<file path="config.mk">
export PLATFORM = sky130hd
export DESIGN_NAME = refcounted_buffer_pool_top
export DESIGN_NICKNAME = d
export VERILOG_FILES = /design/src/rtl/core/rcbp_pkg.sv /design/src/rtl/core/rcbp_ctrl.sv /design/src/rtl/core/rcbp_dp.sv /design/src/rtl/core/refcounted_buffer_pool_top.sv
export SDC_FILE = /design/constraint.sdc
export NUM_CORES = 2
export LEC_CHECK = 0
export BUFFER_PORTS_ARGS = -buffer_cell sky130_fd_sc_hd__buf_2
export CORE_ASPECT_RATIO = 0.7
export CORE_MARGIN = 2
export CORE_UTILIZATION = 33
export CTS_CLUSTER_SIZE = 16
export DETAILED_ROUTE_END_ITERATION = 7
export SLEW_MARGIN = 25
export SYNTH_ARGS = -nofsm -noshare
export SYNTH_HDL_FRONTEND = slang
export SYNTH_SLANG_ARGS = --single-unit
</file>
<file path="constraint.sdc">
create_clock -name i_clk -period 7.5 [get_ports i_clk]
set_input_delay 1.125 -clock i_clk [delete_from_list [all_inputs] [get_ports i_clk]]
set_output_delay 1.125 -clock i_clk [all_outputs]
set_load 0.005 [all_outputs]
</file>
<file path="src/rtl/core/rcbp_pkg.sv">
package rcbp_pkg;

    localparam int MAX_SLOTS = 64;
    localparam int SLOT_W    = 6;
    localparam int TOP_W     = 7;
    localparam int CNT_W     = 16;
    localparam int STRIDE_W  = 17;
    localparam int PROD_W    = STRIDE_W + SLOT_W;

    localparam logic [CNT_W-1:0] CNT_LIMIT = {CNT_W{1'b1}};

    typedef enum logic [2:0] {
        OP_ALLOC  = 3'd0,
        OP_REF    = 3'd1,
        OP_UNREF  = 3'd2,
        OP_INIT   = 3'd3,
        OP_DEINIT = 3'd4
    } t_op;

    typedef enum logic [2:0] {
        STS_OK    = 3'd0,
        STS_PARAM = 3'd1,
        STS_STATE = 3'd2,
        STS_EMPTY = 3'd3,
        STS_FREE  = 3'd4,
        STS_LIMIT = 3'd5
    } t_status;

    typedef enum logic [1:0] {
        CFG_BASE  = 2'd0,
        CFG_SIZE  = 2'd1,
        CFG_ALIGN = 2'd2,
        CFG_SLOTS = 2'd3
    } t_cfg_reg;

    typedef enum logic [1:0] {
        S_IDLE  = 2'd0,
        S_EXEC  = 2'd1,
        S_SWEEP = 2'd2
    } t_state;

    typedef struct packed {
        logic [2:0]        operation;
        logic [SLOT_W-1:0] slot_index;
    } t_in;

    typedef struct packed {
        t_status           status;
        logic [SLOT_W-1:0] granted_slot;
        logic [31:0]       block_address;
        logic [15:0]       block_bytes;
        logic [CNT_W-1:0]  new_count;
        logic [TOP_W-1:0]  free_count;
    } t_out;

    typedef struct packed {
        logic accept;
        logic exec;
        logic sweep;
    } t_cmd;

    typedef struct packed {
        logic out_free;
        logic init_go;
        logic sweep_last;
    } t_stat;

endpackage

</file>
<file path="src/rtl/core/rcbp_ctrl.sv">
module rcbp_ctrl (
    input  logic            i_clk,
    input  logic            i_rst_n,
    input  logic            i_in_valid,
    input  rcbp_pkg::t_stat i_stat,
    output rcbp_pkg::t_cmd  o_cmd,
    output logic            o_in_stall
);

    rcbp_pkg::t_state r_state;
    rcbp_pkg::t_state n_state;

    always_ff @(posedge i_clk) begin
        if (!i_rst_n) begin
            r_state <= rcbp_pkg::S_IDLE;
        end else begin
            r_state <= n_state;
        end
    end

    always_comb begin
        n_state    = r_state;
        o_cmd      = '0;
        o_in_stall = 1'b1;
        case (r_state)
            rcbp_pkg::S_IDLE: begin
                o_in_stall = 1'b0;
                if (i_in_valid) begin
                    o_cmd.accept = 1'b1;
                    n_state      = rcbp_pkg::S_EXEC;
                end
            end
            rcbp_pkg::S_EXEC: begin
                if (i_stat.out_free) begin
                    o_cmd.exec = 1'b1;
                    n_state    = i_stat.init_go ? rcbp_pkg::S_SWEEP : rcbp_pkg::S_IDLE;
                end
            end
            rcbp_pkg::S_SWEEP: begin
                o_cmd.sweep = 1'b1;
                if (i_stat.sweep_last) begin
                    n_state = rcbp_pkg::S_IDLE;
                end
            end
            default: begin
                n_state = rcbp_pkg::S_IDLE;
            end
        endcase
    end

endmodule

</file>
<file path="src/rtl/core/rcbp_dp.sv">
module rcbp_dp (
    input  logic            i_clk,
    input  logic            i_rst_n,
    input  logic            i_cfg_we,
    input  logic [1:0]      i_cfg_index,
    input  logic [31:0]     i_cfg_data,
    input  rcbp_pkg::t_in   i_in_data,
    input  logic            i_out_stall,
    input  rcbp_pkg::t_cmd  i_cmd,
    output rcbp_pkg::t_stat o_stat,
    output logic            o_out_valid,
    output rcbp_pkg::t_out  o_out_data
);

    localparam int SW = rcbp_pkg::SLOT_W;
    localparam int TW = rcbp_pkg::TOP_W;
    localparam int CW = rcbp_pkg::CNT_W;

    logic [31:0]   r_cfg_base;
    logic [15:0]   r_cfg_size;
    logic [12:0]   r_cfg_align;
    logic [TW-1:0] r_cfg_slots;

    logic                          r_ready;
    logic [TW-1:0]                 r_pool_size;
    logic [TW-1:0]                 r_top;
    logic [31:0]                   r_held_base;
    logic [15:0]                   r_held_size;
    logic [rcbp_pkg::STRIDE_W-1:0] r_stride;

    logic [2:0]    r_op;
    logic [SW-1:0] r_idx;
    logic [CW-1:0] r_cnt_q;
    logic [SW-1:0] r_stk_q;
    logic [SW-1:0] r_sweep;

    logic            r_out_valid;
    rcbp_pkg::t_out  r_out;

    logic [CW-1:0] mem_cnt [rcbp_pkg::MAX_SLOTS];
    logic [SW-1:0] mem_stk [rcbp_pkg::MAX_SLOTS];

    rcbp_pkg::t_out                w_res;
    logic                          w_init_go;
    logic                          n_ready;
    logic [TW-1:0]                 n_top;
    logic                          w_cnt_we;
    logic [SW-1:0]                 w_cnt_wa;
    logic [CW-1:0]                 w_cnt_wd;
    logic                          w_stk_we;
    logic [SW-1:0]                 w_stk_wa;
    logic [SW-1:0]                 w_stk_wd;
    logic [TW-1:0]                 w_top_dec;
    logic [TW-1:0]                 w_sweep_pos;
    logic [12:0]                   w_align;
    logic [rcbp_pkg::STRIDE_W-1:0] w_amask;
    logic [rcbp_pkg::STRIDE_W-1:0] w_stride;
    logic [rcbp_pkg::PROD_W-1:0]   w_prod;
    logic                          w_idx_bad;
    logic [CW-1:0]                 w_cnt_inc;
    logic [CW-1:0]                 w_cnt_dec;

    assign w_top_dec   = r_top - TW'(1);
    assign w_sweep_pos = r_pool_size - TW'(1) - TW'(r_sweep);
    assign w_align     = (r_cfg_align == 13'd0) ? 13'd1 : r_cfg_align;
    assign w_amask     = rcbp_pkg::STRIDE_W'(w_align) - rcbp_pkg::STRIDE_W'(1);
    assign w_stride    = (rcbp_pkg::STRIDE_W'(r_cfg_size) + w_amask) & ~w_amask;
    assign w_prod      = rcbp_pkg::PROD_W'(r_stride) * rcbp_pkg::PROD_W'(r_stk_q);
    assign w_idx_bad   = (TW'(r_idx) >= r_pool_size);
    assign w_cnt_inc   = r_cnt_q + CW'(1);
    assign w_cnt_dec   = r_cnt_q - CW'(1);

    always_comb begin
        w_res            = '0;
        w_res.status     = rcbp_pkg::STS_OK;
        w_init_go        = 1'b0;
        n_ready          = r_ready;
        n_top            = r_top;
        w_cnt_we         = 1'b0;
        w_cnt_wa         = r_idx;
        w_cnt_wd         = '0;
        w_stk_we         = 1'b0;
        w_stk_wa         = r_top[SW-1:0];
        w_stk_wd         = r_idx;
        case (rcbp_pkg::t_op'(r_op))
            rcbp_pkg::OP_ALLOC: begin
                if (!r_ready) begin
                    w_res.status = rcbp_pkg::STS_STATE;
                end else if (r_top == '0) begin
                    w_res.status = rcbp_pkg::STS_EMPTY;
                end else begin
                    n_top               = w_top_dec;
                    w_cnt_we            = 1'b1;
                    w_cnt_wa            = r_stk_q;
                    w_cnt_wd            = CW'(1);
                    w_res.granted_slot  = r_stk_q;
                    w_res.block_address = r_held_base + 32'(w_prod);
                    w_res.block_bytes   = r_held_size;
                    w_res.new_count     = CW'(1);
                end
            end
            rcbp_pkg::OP_REF: begin
                if (!r_ready) begin
                    w_res.status = rcbp_pkg::STS_STATE;
                end else if (w_idx_bad) begin
                    w_res.status = rcbp_pkg::STS_PARAM;
                end else if (r_cnt_q == rcbp_pkg::CNT_LIMIT) begin
                    w_res.status    = rcbp_pkg::STS_LIMIT;
                    w_res.new_count = r_cnt_q;
                end else begin
                    w_cnt_we        = 1'b1;
                    w_cnt_wd        = w_cnt_inc;
                    w_res.new_count = w_cnt_inc;
                end
            end
            rcbp_pkg::OP_UNREF: begin
                if (!r_ready) begin
                    w_res.status = rcbp_pkg::STS_STATE;
                end else if (w_idx_bad) begin
                    w_res.status = rcbp_pkg::STS_PARAM;
                end else if (r_cnt_q == '0) begin
                    w_res.status = rcbp_pkg::STS_FREE;
                end else begin
                    w_cnt_we        = 1'b1;
                    w_cnt_wd        = w_cnt_dec;
                    w_res.new_count = w_cnt_dec;
                    if (w_cnt_dec == '0 && r_top < r_pool_size) begin
                        w_stk_we = 1'b1;
                        n_top    = r_top + TW'(1);
                    end
                end
            end
            rcbp_pkg::OP_INIT: begin
                if (r_cfg_size == '0 || r_cfg_slots == '0 ||
                    r_cfg_slots > TW'(rcbp_pkg::MAX_SLOTS)) begin
                    w_res.status = rcbp_pkg::STS_PARAM;
                end else if (r_ready) begin
                    w_res.status = rcbp_pkg::STS_STATE;
                end else begin
                    w_init_go = 1'b1;
                    n_ready   = 1'b1;
                    n_top     = r_cfg_slots;
                end
            end
            rcbp_pkg::OP_DEINIT: begin
                if (!r_ready) begin
                    w_res.status = rcbp_pkg::STS_STATE;
                end else begin
                    n_ready = 1'b0;
                    n_top   = '0;
                end
            end
            default: begin
                w_res.status = rcbp_pkg::STS_PARAM;
            end
        endcase
        w_res.free_count = n_top;

        if (i_cmd.sweep) begin
            w_cnt_we = 1'b1;
            w_cnt_wa = r_sweep;
            w_cnt_wd = '0;
            w_stk_we = 1'b1;
            w_stk_wa = w_sweep_pos[SW-1:0];
            w_stk_wd = r_sweep;
        end else if (!i_cmd.exec) begin
            w_cnt_we = 1'b0;
            w_stk_we = 1'b0;
        end
    end

    always_ff @(posedge i_clk) begin
        if (!i_rst_n) begin
            r_cfg_base  <= '0;
            r_cfg_size  <= 16'd64;
            r_cfg_align <= 13'd1;
            r_cfg_slots <= TW'(rcbp_pkg::MAX_SLOTS);
            r_ready     <= 1'b0;
            r_pool_size <= '0;
            r_top       <= '0;
            r_out_valid <= 1'b0;
        end else begin
            if (i_cfg_we) begin
                case (rcbp_pkg::t_cfg_reg'(i_cfg_index))
                    rcbp_pkg::CFG_BASE:  r_cfg_base  <= i_cfg_data;
                    rcbp_pkg::CFG_SIZE:  r_cfg_size  <= i_cfg_data[15:0];
                    rcbp_pkg::CFG_ALIGN: r_cfg_align <= i_cfg_data[12:0];
                    rcbp_pkg::CFG_SLOTS: r_cfg_slots <= i_cfg_data[TW-1:0];
                    default: ;
                endcase
            end
            if (i_cmd.exec) begin
                r_ready     <= n_ready;
                r_top       <= n_top;
                r_out_valid <= 1'b1;
                if (w_init_go) begin
                    r_pool_size <= r_cfg_slots;
                end
            end else if (!i_out_stall) begin
                r_out_valid <= 1'b0;
            end
        end
    end

    always_ff @(posedge i_clk) begin
        if (i_cmd.accept) begin
            r_op  <= i_in_data.operation;
            r_idx <= i_in_data.slot_index;
        end
        if (i_cmd.exec) begin
            r_out   <= w_res;
            r_sweep <= '0;
            if (w_init_go) begin
                r_held_base <= r_cfg_base;
                r_held_size <= r_cfg_size;
                r_stride    <= w_stride;
            end
        end else if (i_cmd.sweep) begin
            r_sweep <= r_sweep + SW'(1);
        end
    end

    always_ff @(posedge i_clk) begin
        if (w_cnt_we) begin
            mem_cnt[w_cnt_wa] <= w_cnt_wd;
        end
        if (i_cmd.accept) begin
            r_cnt_q <= mem_cnt[i_in_data.slot_index];
        end
    end

    always_ff @(posedge i_clk) begin
        if (w_stk_we) begin
            mem_stk[w_stk_wa] <= w_stk_wd;
        end
        if (i_cmd.accept) begin
            r_stk_q <= mem_stk[w_top_dec[SW-1:0]];
        end
    end

    assign o_stat.out_free   = !r_out_valid || !i_out_stall;
    assign o_stat.init_go    = w_init_go;
    assign o_stat.sweep_last = (TW'(r_sweep) == r_pool_size - TW'(1));
    assign o_out_valid       = r_out_valid;
    assign o_out_data        = r_out;

endmodule

</file>
<file path="src/rtl/core/refcounted_buffer_pool_top.sv">
// Reference-counted buffer pool: hands out fixed blocks from a LIFO free stack
// and keeps a 16-bit reference count per slot.
// Request channel: i_in_valid / o_in_stall, payload i_in_data (operation, slot).
// Result channel: o_out_valid / i_out_stall, payload o_out_data; exactly one
// result per request, in request order.
// Config: i_cfg_we writes i_cfg_data into register i_cfg_index (base, size,
// alignment, slot count); write only while the block is idle.
// On acceptance, the request's slot count and the stack top are read from the
// memories into registers; the execute state then does the read-modify-write
// and loads the output register once that register is free.
// A new request is not accepted until the previous one has completed.
// A successful init is followed by a sweep over all pool slots that clears the
// counts and refills the stack; requests are stalled during it.
// Reset: the pool is not initialized, free count zero, config registers at
// their defaults. Memories are not cleared by reset.
// A stalled result holds in the output register; one more request may be
// accepted, and it waits for the register before completing.
module refcounted_buffer_pool_top (
    input  logic           i_clk,
    input  logic           i_rst_n,
    input  logic           i_cfg_we,
    input  logic [1:0]     i_cfg_index,
    input  logic [31:0]    i_cfg_data,
    input  logic           i_in_valid,
    output logic           o_in_stall,
    input  rcbp_pkg::t_in  i_in_data,
    output logic           o_out_valid,
    input  logic           i_out_stall,
    output rcbp_pkg::t_out o_out_data
);

    rcbp_pkg::t_cmd  w_cmd;
    rcbp_pkg::t_stat w_stat;

    rcbp_ctrl u_ctrl (
        .i_clk      (i_clk),
        .i_rst_n    (i_rst_n),
        .i_in_valid (i_in_valid),
        .i_stat     (w_stat),
        .o_cmd      (w_cmd),
        .o_in_stall (o_in_stall)
    );

    rcbp_dp u_dp (
        .i_clk       (i_clk),
        .i_rst_n     (i_rst_n),
        .i_cfg_we    (i_cfg_we),
        .i_cfg_index (i_cfg_index),
        .i_cfg_data  (i_cfg_data),
        .i_in_data   (i_in_data),
        .i_out_stall (i_out_stall),
        .i_cmd       (w_cmd),
        .o_stat      (w_stat),
        .o_out_valid (o_out_valid),
        .o_out_data  (o_out_data)
    );

    a_busy_after_accept: assert property (@(posedge i_clk) disable iff (!i_rst_n)
        (i_in_valid && !o_in_stall) |=> o_in_stall)
        else $error("request accepted while previous one in flight");

    a_exec_gives_result: assert property (@(posedge i_clk) disable iff (!i_rst_n)
        w_cmd.exec |=> o_out_valid)
        else $error("completed request left no result");

    a_one_cmd: assert property (@(posedge i_clk) disable iff (!i_rst_n)
        $onehot0({w_cmd.accept, w_cmd.exec, w_cmd.sweep}))
        else $error("controller issued overlapping commands");

    a_free_bound: assert property (@(posedge i_clk) disable iff (!i_rst_n)
        o_out_valid |-> (o_out_data.free_count <= 7'(rcbp_pkg::MAX_SLOTS)))
        else $error("free count above pool depth");

endmodule

</file>
==> summary.md <==
| Metric | Value |
|---|---|
| Switching share of total power | `0.2602` |
| Crit path capture type | `register` |
| Critical Setup Path Class | `reg -> reg` |
| I/O pin count | `130` |
| Period utilization | `0.8339` |
| Tmin final | `6.254 ns` |
| Total clock buffers created by CTS | `160` |
| Chip height | `391.8 um` |
| Hold Path Depth | `0` |
| Met2 routed WL | `75820 um` |
| Clock network latency to the later pin of the worst-skew pair | `0.83 ns` |
| Setup fix buffers added after clock tree synthesis | `0` |
| DR WL met3 | `16490 um` |
| TritonCTS Sinks | `1676` |
| Critical path origin | `u_dp.r_stk_q[0]` |
| Std cell rows | `142` |
| Post-DRT Antenna Nets | `0` |
| Sequential cell area fraction in the yosys report | `0.6968` |
| Final clock skew | `0.03517 ns` |
| Post-layout net count | `4349` |
| Global placement routability congestion | `0.8558` |
| Worst EP arrival | `6.83 ns` |
| Number of H-tree levels | `4` |
| Syn-to-layout area delta | `14.17%` |
| Static leakage | `about 0.028 uW` |
| M1 WL | `81060 um` |
| Number of global-route vias before repair | `36560` |
| Crit start category | `register` |
| Number of antenna violations at the first check in global routing | `15` |
| Post-synth EDFFs | `1584` |
| Remaining design rule violation count | `0` |
| Detailed-route wire length | `176300 um` |
| Status | `completed` |
| Drt first pass iters | `5` |
| Commonest non-fill, non-tap cell in the layout | `sky130_fd_sc_hd__edfxtp_1` |
| Worst Path Max Fanout | `18` |
| Number of buffers between clock root and the deepest sink | `3` |
| Synthesized area divided by synthesized cell count | `roughly 18 um2` |
| RSZ-0062 raised after global routing | `false` |
| Reg power frac | `0.480` |
| Endpoints failing hold | `0` |
| Number of synthesized register bits | `1676` |
| Peak clock frequency supported by timing | `159.9 MHz` |
| FF-to-FF Start | `u_dp.r_stk_q[0]` |
| Clk slew on worst S/H paths | `0.07 ns` |
| Quantity of hold-fixing buffers added after cts | `0` |
| Wire length of the first global-routing pass | `256000 um` |
| Post-synth ARST share | `0` |
| Post-synthesis cell count | `3916` |
| DIE AREA | `0.2186 mm2` |
| Worst max-slew margin expressed relative to the limit | `0.3506` |
| Top Metal Used | `met5` |
| Worst min-delay path category | `reg -> reg` |
| Share of layout cells above drive strength 1 | `0.2436` |
| Tightest Pin Transition | `0.9718 ns` |
| Slew Viols, Final | `0` |
| Largest net degree at the start of global routing | `99` |
| Switching power | `5610 uW` |
| GRT Overall Usage | `0.1598` |
| Die span in x | `558.0 um` |
| DR vias | `37240` |
| Clock root buffer | `sky130_fd_sc_hd__clkbuf_16` |
| Top FF cell, synth | `sky130_fd_sc_hd__edfxtp_1` |
| Most frequent cells in the layout | `1584 x sky130_fd_sc_hd__edfxtp_1, 456 x sky130_fd_sc_hd__mux4_2, 267 x sky130_fd_sc_hd__nand2_1` |
| Distinct cell type count of the synthesized netlist | `about 80` |
| Area of the mapped netlist | `0.07090 mm2` |
| Cts repair resizes | `0` |
| Total Neg Setup Slack | `0 ns` |
| Routed vias/inst | `between 5 and 6` |
| Number of buffers added on ports | `129` |
| Required time at the endpoint of the critical path | `around 8 ns` |
| Critical hold path startpoint | `u_dp.r_cfg_base[9]` |
| Worst voltage drop across the vdd grid | `0.0002757 V` |
| Area post-placement | `0.07577 mm2` |
| Comb pwr share | `0.149` |
| Worst reg2reg path depth | `17` |
| Starting Density | `0.3317` |
| Pwr dens | `266.3 mW/mm2` |
| Residual overflow from global routing | `0` |
| Final Cell Area | `0.08095 mm2` |
| MaxCap Viol Count | `0` |
| Core area | `0.2137 mm2` |
| Routed wirelength normalized by instance count | `24.64 um` |
| Internal power component | `15950 uW` |
| TritonCTS clock tree | `yes` |
| Warnings, synthesis | `0` |
| Clock share of power | `0.371` |
| Half-perimeter wire length of the detailed placement result | `around 110000 um` |
| Final setup viols | `0` |
| Number of DRC markers after the initial detailed-route iteration | `4339` |
==> cells by family (layout without fill, tap and decap cells) <==
logic type | Yosys count | after routing | share of synthesized area
other cells | 1 | 8 | 0.00005289
fa+ha+maj | 165 | 165 | 0.03790
buf+inv | 328 | 680 | 0.01779
simple gates | 854 | 854 | 0.05845
xor+xnor | 68 | 68 | 0.008400
compound gates | 346 | 346 | 0.03261
mux | 478 | 478 | 0.1480
flops | 1676 | 1676 | 0.6968
==> cells in the mapped netlist, types with 9 or more instances <==
master / count / area share
sky130_fd_sc_hd__a211oi_1: 10 / 0.0011
sky130_fd_sc_hd__a21boi_0: 69 / 0.0073
sky130_fd_sc_hd__a21o_1: 28 / 0.0030
sky130_fd_sc_hd__a21oi_1: 80 / 0.0056
sky130_fd_sc_hd__a31o_2: 9 / 0.0011
sky130_fd_sc_hd__and2_1: 126 / 0.011
sky130_fd_sc_hd__buf_1: 42 / 0.0022
sky130_fd_sc_hd__buf_2: 14 / 0.00099
sky130_fd_sc_hd__clkbuf_1: 125 / 0.0066
sky130_fd_sc_hd__dfxtp_1: 92 / 0.026
sky130_fd_sc_hd__edfxtp_1: 1584 / 0.67
sky130_fd_sc_hd__fa_1: 83 / 0.023
sky130_fd_sc_hd__ha_1: 82 / 0.014
sky130_fd_sc_hd__inv_1: 143 / 0.0076
sky130_fd_sc_hd__mux2i_1: 21 / 0.0030
sky130_fd_sc_hd__mux4_2: 456 / 0.14
sky130_fd_sc_hd__nand2_1: 273 / 0.014
sky130_fd_sc_hd__nand2b_1: 27 / 0.0024
sky130_fd_sc_hd__nand3_1: 41 / 0.0029
sky130_fd_sc_hd__nand4_1: 13 / 0.0011
sky130_fd_sc_hd__nor2_1: 209 / 0.011
sky130_fd_sc_hd__nor2b_1: 22 / 0.0019
sky130_fd_sc_hd__nor3_1: 63 / 0.0044
sky130_fd_sc_hd__nor4_1: 12 / 0.0011
sky130_fd_sc_hd__o21ai_0: 63 / 0.0044
sky130_fd_sc_hd__o22ai_1: 11 / 0.00097
sky130_fd_sc_hd__or3_1: 12 / 0.0011
sky130_fd_sc_hd__xnor2_1: 34 / 0.0042
sky130_fd_sc_hd__xor2_1: 34 / 0.0042
==> per-stage QoR <==
stage / util / instances / setup slack (ns) / hold slack, ns / total power [uW]
after global placement: 0.3545 / 6853 / 1.450 / 0.4139 / 13720
after detailed placement: 0.3545 / 6853 / 1.361 / 0.4167 / 13740
after floorplan: - / 3918 / 2.137 / 0.4081 / 12870
after CTS: 0.3785 / 7149 / 1.340 / 0.4324 / 21710
final: 0.3787 / 7155 / 1.246 / 0.4285 / 21560
after global routing: 0.3787 / 7151 / 0.8854 / 0.4347 / 22460
==> final timing paths <==
path	to	slack, ns
max	u_dp.o_out_data[68]	1.25
min reg2reg	u_dp.r_held_base[9]	0.43
max reg2reg	u_dp.o_out_data[68]	1.25
min	u_dp.r_held_base[9]	0.43
==> power by group through the flow <==
stage	registers [uW]	clock network [uW]	logic, uW
6_report	10300	7990	3220
5_1_grt	10300	8510	3600
4_1_cts	10300	8150	3220
3_5_place_dp	10500	0	3190
3_3_place_gp	10500	0	3170
2_1_floorplan	10500	0	2380
==> layout make-up <==
cell class	instances	area, um2
clock buffers	199	4233
inverters	144	543.0
flip-flops and latches	1676	49410
clock inverters	97	903.4
repair buffers	240	1587
fillers	19430	132800
well taps	2880	3603
multi-input cells	1914	20660
diodes	5	12.51
==> metal layers <==
layer  vias up  global-route usage
li1      15890                   -
met1     19590              0.2461
met2      1555              0.2267
met3       199             0.03906
met4         2             0.03397
met5         -                   0
==> registers in the layout (all words and copies together) (netlist names) <==
name	cells
u_dp.mem_cnt	1024
u_dp.mem_stk	384
u_dp.o_out_data	80
u_dp.r_cfg_base	32
u_dp.r_held_base	32
u_dp.r_stride	17
u_dp.r_cfg_size	16
u_dp.r_cnt_q	16
u_dp.r_held_size	16
u_dp.r_cfg_align	13
u_dp.r_cfg_slots	7
u_dp.r_pool_size	7
u_dp.r_top	7
u_dp.r_idx	6
u_dp.r_stk_q	6
u_dp.r_sweep	6
u_dp.r_op	3
u_ctrl.r_state	2
u_dp.o_out_valid	1
u_dp.r_ready	1
==> critical path: stages, from the launching register on <==
cell	delay [ns]
sky130_fd_sc_hd__edfxtp_1	0.63
sky130_fd_sc_hd__and2_1	0.28
sky130_fd_sc_hd__fa_1	0.57
sky130_fd_sc_hd__inv_1	0.06
sky130_fd_sc_hd__fa_1	0.52
sky130_fd_sc_hd__inv_1	0.05
sky130_fd_sc_hd__fa_1	0.49
sky130_fd_sc_hd__fa_1	0.41
sky130_fd_sc_hd__ha_1	0.33
sky130_fd_sc_hd__o21ai_0	0.14
sky130_fd_sc_hd__o21ai_0	0.28
sky130_fd_sc_hd__nand3_1	0.14
sky130_fd_sc_hd__a311oi_1	0.42
sky130_fd_sc_hd__o2111ai_1	0.25
sky130_fd_sc_hd__a31o_2	0.27
sky130_fd_sc_hd__o31ai_1	0.76
sky130_fd_sc_hd__a21oi_1	0.17
sky130_fd_sc_hd__a31o_2	0.24
(Power assumes the default switching activity.)
